$ cat src/bct_pkg.sv
// shared types and constants of the bound change table
package bct_pkg;

  localparam int MAX_ENTRIES = 16;
  localparam int CNT_W       = $clog2(MAX_ENTRIES + 1);
  localparam int COL_W       = 30;
  localparam int VAL_W       = 64;
  localparam int COUNT_OUT_W = 5;

  localparam logic [VAL_W-1:0] NEG_INF = {1'b1, {(VAL_W-1){1'b0}}};
  localparam logic [VAL_W-1:0] POS_INF = {1'b0, {(VAL_W-1){1'b1}}};

  typedef enum logic [1:0] {
    OP_CLEAR = 2'd0,
    OP_LOAD  = 2'd1,
    OP_APPLY = 2'd2,
    OP_NONE  = 2'd3
  } op_t;

  typedef enum logic [2:0] {
    S_IDLE,
    S_SCAN,
    S_APP_HI,
    S_APP_LO,
    S_OUT
  } state_t;

  // scan token handed from cell to cell
  typedef struct packed {
    logic             active;
    logic [COL_W-1:0] col;
    logic [1:0]       force_req;
    logic [VAL_W-1:0] lower;
    logic [VAL_W-1:0] upper;
    logic [VAL_W-1:0] run_lo;
    logic [VAL_W-1:0] run_hi;
    logic             seen_lo;
    logic             seen_hi;
  } sweep_t;

  // entry write bus from the controller
  typedef struct packed {
    logic [COL_W-1:0] col;
    logic             upper_kind;
    logic             odd_mark;
    logic [VAL_W-1:0] value;
  } entry_wr_t;

endpackage

$ cat src/bct_cell.sv
// one table entry plus one stage of the scan chain
module bct_cell
  import bct_pkg::*;
(
  input  logic      clk,
  input  logic      rst,
  input  logic      occupied,
  input  logic      wr_en,
  input  entry_wr_t wr,
  input  sweep_t    sweep_in,
  output sweep_t    sweep_out
);

  logic [COL_W-1:0] e_col;
  logic             e_up;
  logic             e_odd;
  logic [VAL_W-1:0] e_val;
  logic             e_odd_next;
  logic [VAL_W-1:0] e_val_next;
  sweep_t           sweep_next;
  logic             hit;

  always_comb begin
    sweep_next = sweep_in;
    e_val_next = e_val;
    e_odd_next = e_odd;
    hit        = sweep_in.active && occupied && (e_col == sweep_in.col);
    if (hit) begin
      if (!e_up) begin
        sweep_next.seen_lo = 1'b1;
        if ($signed(e_val) > $signed(sweep_in.run_lo)) sweep_next.run_lo = e_val;
        if (!sweep_in.force_req[0]) begin
          sweep_next.lower = e_val;
        end else begin
          e_val_next = sweep_in.lower;
          e_odd_next = 1'b1;
        end
      end else begin
        sweep_next.seen_hi = 1'b1;
        if ($signed(e_val) < $signed(sweep_in.run_hi)) sweep_next.run_hi = e_val;
        if (!sweep_in.force_req[1]) begin
          sweep_next.upper = e_val;
        end else begin
          e_val_next = sweep_in.upper;
          e_odd_next = 1'b1;
        end
      end
    end
  end

  always_ff @(posedge clk) begin
    if (wr_en) begin
      e_col <= wr.col;
      e_up  <= wr.upper_kind;
      e_odd <= wr.odd_mark;
      e_val <= wr.value;
    end else begin
      e_odd <= e_odd_next;
      e_val <= e_val_next;
    end
  end

  always_ff @(posedge clk) begin
    if (rst) begin
      sweep_out.active <= 1'b0;
    end else begin
      sweep_out <= sweep_next;
    end
  end

endmodule

$ cat config.mk
export PLATFORM = sky130hd
export DESIGN_NAME = bct_cell
export DESIGN_NICKNAME = d
export VERILOG_FILES = /design/src/bct_pkg.sv /design/src/bct_cell.sv
export SDC_FILE = /design/constraint.sdc
export NUM_CORES = 1
export LEC_CHECK = 0
export ABC_AREA = 1
export BUFFER_PORTS_ARGS = -buffer_cell sky130_fd_sc_hd__buf_2
export CAP_MARGIN = 20
export CELL_PAD_IN_SITES_DETAIL_PLACEMENT = 0
export CELL_PAD_IN_SITES_GLOBAL_PLACEMENT = 1
export CORE_AREA = 2 2 266 268
export DETAILED_ROUTE_END_ITERATION = 8
export DIE_AREA = 0 0 268 270
export PLACE_DENSITY_LB_ADDON = 0.1
export SLEW_MARGIN = 40
export SYNTH_ARGS = -nofsm -noshare
export SYNTH_HDL_FRONTEND = slang
export SYNTH_SLANG_ARGS = --single-unit
export TNS_END_PERCENT = 20
$ cat constraint.sdc
create_clock -name clk -period 12.8 [get_ports clk]
set_clock_uncertainty 0.2 [all_clocks]
set_input_delay 0.64 -clock clk [delete_from_list [all_inputs] [get_ports clk]]
set_output_delay 0.64 -clock clk [all_outputs]
set_load 0.03 [all_outputs]
Yosys cells after proc, flatten, opt, wreduce, memory -nomap -nowiden
Index checks and enable logic that the tools add are counted.
{ "word_totals": {"latchBits": 0, "word_cells": 32, "ff_bits": 386, "output_inout_bits": 291, "in_bits": 391, "mem_count": 0, "rom_bits": 0, "ramBits": 0} }
{ "op_classes": {"magnitude_cmp": 2, "n_bitwise": 0, "n_reduce_logical": 3, "shift": 0, "add_sub_neg": 0, "eq_ne": 1, "n_div": 0, "n_mul": 0, "muxes": 14} }
{ "ops": {"columns": ["cell", "n"], "rows": [
  ["$mux 64", 11],
  ["$mux 258", 1],
  ["$gt 64x64->1", 1],
  ["$lt 64x64->1", 1],
  ["$eq 30x30->1", 1],
  ["$logic_and 1x1->1", 2],
  ["$mux 1", 2],
  ["$reduce_bool 2->1", 1]
]} }

Longest topological paths before layout
{ "depth": {"ltp_word": 4, "ltp_mapped": 20, "mapped_depth_nobuf": 19} }

Least setup slack after synthesis
OpenSTA, ideal clock, no wires.
{ "synth_path": {"path_type": "input to register", "from": "input rst", "to": "register sweep_out[0] (netlist bit) (enable)", "path_buffers": 0, "arrival_ns": 6.223, "setup_ns": 0.639, "required_ns": 11.961, "path_stages": 1, "slack_ns": 5.738, "path_cell_list": "inv_1"} }
{ "synth_rtl": {"columns": ["item", "line_no", "source"], "rows": [
  ["from (decl)", "bct_cell.sv:6", "input logic rst,"],
  ["to (signal assigned)", "bct_cell.sv:67", "sweep_out <= sweep_next;"],
  ["to (decl)", "bct_cell.sv:11", "output sweep_t sweep_out"]
]} }
No word-level cell between the ends.

==> reports/results.md <==
* complete, no violations — result of the run
* 32.4% — share of the clock period used by the worst path after layout
* sweep_out[79]$_DFFE_PN_ — reg-to-reg critical path endpoint
* e_val[33]$_DFFE_PP_ — Crit. Startpoint
* 33 — number of different library cells in the post-synthesis netlist
* 20900 sq um — combined area of all synthesized cells
* 4.28 ns — worst endpoint data arrival time
* 0.872 ns — Tightest Pin Transition
* 0 — Yosys Warn Count
* 5 — number of search-and-repair iterations in the first detailed-routing pass
* 268 um — die width
* 4.14 ns — minimum clock period
* 0 — final hold viol count
* 9.59 sq um — mean post-synth cell area
* 386 — clock sinks
* 0.60 ns — Clock Latency Late Sink
* sky130_fd_sc_hd__edfxtp_1 — biggest area consumer among synthesized cells
* 0 ns — TNS Setup
* 14 — Reg2Reg Depth
* register — element type at the critical path end
* 24.2% — overall track demand over capacity in global routing
* 8.66 ns — setup slack of the worst register-to-register path
* 18.8% — Combinational Power Share
* 110 — pin count of the biggest net entering global routing
* 1 — number of stages on the worst hold path
* 72400 sq um — total die area
* 30.1% — Initial Utilization
* 55.2% — area fraction of the dominant cell type after synthesis
* 30.7% — switching share of total power
* 27 — number of antenna violations at the first check in global routing
* 270 um — die span in y
* 0.851 — final weighted congestion in routability-driven placement
* 90.5 mm — Total Wirelength
* 65 — Max FO, Critical Path
* sweep_in[263] — Worst Hold Launch
* 680 — input/output buffers
* sky130_fd_sc_hd__edfxtp_1 — Primary FF master, synth
* 2 — Clock H-tree levels
* 23.6 um — final routed wire length divided by cell count
* 135 nW/um^2 — PwrDens
* 386 — number of flip-flops and latches in the synthesized netlist
* e_val[33]$_DFFE_PP_ — source of the worst register-to-register timing path
* 48 — TritonCTS buffer count
* 3.68 mW — power consumption
* 1840 — initial detailed-routing violation count
* 29.9% — area grow syn2layout
* sky130_fd_sc_hd__clkbuf_16 — cell at the root of the clock tree
* 5.10 — drt via density
* 2185 — cell count after synthesis
* 385 — EDFF count, synth
* 12.5 nW — static leakage power
* 42.7% — share of total power in sequential cells
* 55.3% — portion of the post-synthesis area used by sequential elements
* 0 — Final ANT Viol Nets
* register — nature of the critical path startpoint
* no — RSZ-0062 raised after global routing
* 2.55 mW — cell internal power dissipation
* 2703 — number of nets in the synthesized netlist
* 69500 sq um — core footprint
* 682 — number of placed I/O pins
* 0 — Residual DRC
* 0 — post_cts resized
* 0 — max-capacitance violation count
* 0.0979 mV — worst ir drop on vdd
* 0 — final number of setup-violating endpoints
* 35 — count of hold-fix buffers inserted at cts
* 0% — FFs w/ async S/R, synth
* 1.13 mW — net load switching power
* 63.3 mm — total half-perimeter wirelength after legalization and detailed placement
* 97 — num rows
* 3357 — nets
* 0 — total setup buffers inserted after CTS
* 41.9% — Rel. slew slack
* primary input to register — Worst Hold Class
* 19500 — vias in the first global route
* 0.06 ns — Worst-path clk slew
* 241 MHz — f_max
* sweep_out[263]$_DFFE_PN_ — worst-case hold path end point
* 0 — total overflow reported by the global router
* 3 — clock tree buffer depth
* 0 — pins over their slew limit
* built — clock tree from TritonCTS
* register to register — critical setup path kind
* 129 mm — first-pass GRT wire length
* 12.94 ns — required time at the endpoint of the critical path
* 19600 — Vias
* sky130_fd_sc_hd__edfxtp_1 55%, sky130_fd_sc_hd__ha_1 7.6%, sky130_fd_sc_hd__nand2_1 6.9% — top cells by area in the synthesized netlist
* 27.6% — layout cells sized above 1
* 38.5% — share of power burned in the clock network
-- metrics by stage --
| step | instance area [sq um] | util [%] | setup WS, ns | cells | hold slack, ns |
|---|---|---|---|---|---|
| after CTS | 27100 | 39.0 | 8.51 | 3818 | 0.00205 |
| after global placement | 25100 | 36.1 | 7.74 | 3692 | 0.505 |
| after detailed placement | 25200 | 36.2 | 8.24 | 3693 | 0.519 |
| final | 27200 | 39.1 | 8.66 | 3834 | 0.0457 |
| after global routing | 27200 | 39.1 | 8.38 | 3831 | 0.0153 |
| after floorplan | 20900 | - | 5.74 | 2185 | 0.404 |
-- state kept, by name (all words and copies together), names as in the netlist --
| register | count |
|---|---|
| e_val | 64 |
| e_col | 30 |
| sweep_out | 291 |
| e_up | 1 |
-- cell families (layout without fill, tap and decap cells) --
kind of cell,after synthesis,after routing,share of synthesized area [%]
adder cells (fa/ha/maj),127,127,7.59
XOR/XNOR,8,8,0.335
flip-flops,386,386,55.3
AND/OR/NAND/NOR,681,681,13.9
other,0,15,0
AO/OA/AOI/OAI,546,546,14.4
buffers and inverters,437,1131,8.48
-- cells in the final DEF, fill, tap and decap left out, types with 3 or more instances in the layout --
cell type                       instances
sky130_fd_sc_hd__a21oi_1              189
sky130_fd_sc_hd__a31oi_1               64
sky130_fd_sc_hd__buf_2                678
sky130_fd_sc_hd__buf_4                 10
sky130_fd_sc_hd__buf_6                 10
sky130_fd_sc_hd__bufinv_16              6
sky130_fd_sc_hd__clkbuf_1               9
sky130_fd_sc_hd__clkbuf_16             48
sky130_fd_sc_hd__clkbuf_8               4
sky130_fd_sc_hd__clkinv_1               9
sky130_fd_sc_hd__clkinv_2              11
sky130_fd_sc_hd__diode_2               15
sky130_fd_sc_hd__dlygate4sd3_1         35
sky130_fd_sc_hd__edfxtp_1             385
sky130_fd_sc_hd__ha_1                 127
sky130_fd_sc_hd__inv_1                301
sky130_fd_sc_hd__nand2_1              384
sky130_fd_sc_hd__nand2_4                3
sky130_fd_sc_hd__nand3_1               79
sky130_fd_sc_hd__nand4_1               78
sky130_fd_sc_hd__nor2_1               112
sky130_fd_sc_hd__nor3_1                 7
sky130_fd_sc_hd__o2111ai_1              6
sky130_fd_sc_hd__o211ai_1               4
sky130_fd_sc_hd__o21ai_0              148
sky130_fd_sc_hd__o22ai_1              130
sky130_fd_sc_hd__or2_2                  7
sky130_fd_sc_hd__xor2_1                 6
-- Yosys cell counts (7+ instances only) --
cell                       number
sky130_fd_sc_hd__edfxtp_1     385
sky130_fd_sc_hd__ha_1         127
sky130_fd_sc_hd__o22ai_1      130
sky130_fd_sc_hd__buf_2         46
sky130_fd_sc_hd__inv_1        305
sky130_fd_sc_hd__o21ai_0      148
sky130_fd_sc_hd__or2_2          7
sky130_fd_sc_hd__nor3_1         7
sky130_fd_sc_hd__a31oi_1       64
sky130_fd_sc_hd__nor2_1       113
sky130_fd_sc_hd__a21oi_1      189
sky130_fd_sc_hd__buf_1         15
sky130_fd_sc_hd__buf_6          7
sky130_fd_sc_hd__clkbuf_1      56
sky130_fd_sc_hd__buf_4          7
sky130_fd_sc_hd__nand4_1       78
sky130_fd_sc_hd__nand2_1      387
sky130_fd_sc_hd__nand3_1       80
-- worst max path at each step --
| stage | endpoint | slack, ns | cells past startpoint |
|---|---|---|---|
| final | sweep_out[79]$_DFFE_PN_ | 8.66 | 14 |
| after global routing | sweep_out[99]$_DFFE_PN_ | 8.38 | 14 |
| after CTS | sweep_out[79]$_DFFE_PN_ | 8.51 | 14 |
| after detailed placement | sweep_out[97]$_DFFE_PN_ | 8.24 | 16 |
| after global placement | sweep_out[97]$_DFFE_PN_ | 7.74 | 15 |
| after floorplan | sweep_out[0]$_DFFE_PN_ | 5.74 | 1 |
-- critical path, stage by stage, from the launching register on --
cell	delay [ns]
sky130_fd_sc_hd__edfxtp_1	0.51
sky130_fd_sc_hd__ha_1	0.39
sky130_fd_sc_hd__a21oi_1	0.24
sky130_fd_sc_hd__o21ai_0	0.13
sky130_fd_sc_hd__nand2_1	0.07
sky130_fd_sc_hd__nand3_1	0.07
sky130_fd_sc_hd__nand2_1	0.10
sky130_fd_sc_hd__nand2_1	0.08
sky130_fd_sc_hd__a21oi_1	0.37
sky130_fd_sc_hd__nand2_1	0.22
sky130_fd_sc_hd__nand2_8	0.39
sky130_fd_sc_hd__nand3_4	0.54
sky130_fd_sc_hd__buf_12	0.37
sky130_fd_sc_hd__nand2_1	0.09
sky130_fd_sc_hd__nand2_1	0.06
-- power groups by stage --
stage / clock network [mW] / registers, mW / logic, mW
global placement: 0 / 1.60 / 0.677
global route: 1.49 / 1.58 / 0.754
CTS: 1.45 / 1.57 / 0.696
finish: 1.42 / 1.57 / 0.691
detailed placement: 0 / 1.60 / 0.684
floorplan: 0 / 1.74 / 0.263
-- cell type report --
type                       count  area [sq um]
fill                        7164         42300
sequential                   386         11600
multi-input combinational   1362          7670
timing repair buffer         735          3970
clock buffer                  61          1290
tap                          940          1180
inverter                     306          1170
clock inverter                29           319
antenna                       15          37.5
-- metal layers --
layer	global-route usage, %	part of all wire (%)	vias to the layer above
met5	0	0.17	-
met4	9.42	3.5	24
met3	6.29	9.0	199
met2	40.5	48	951
met1	29.7	39	9306
li1	-	-	9075
Note: power is estimated with default switching activity, not from simulation.
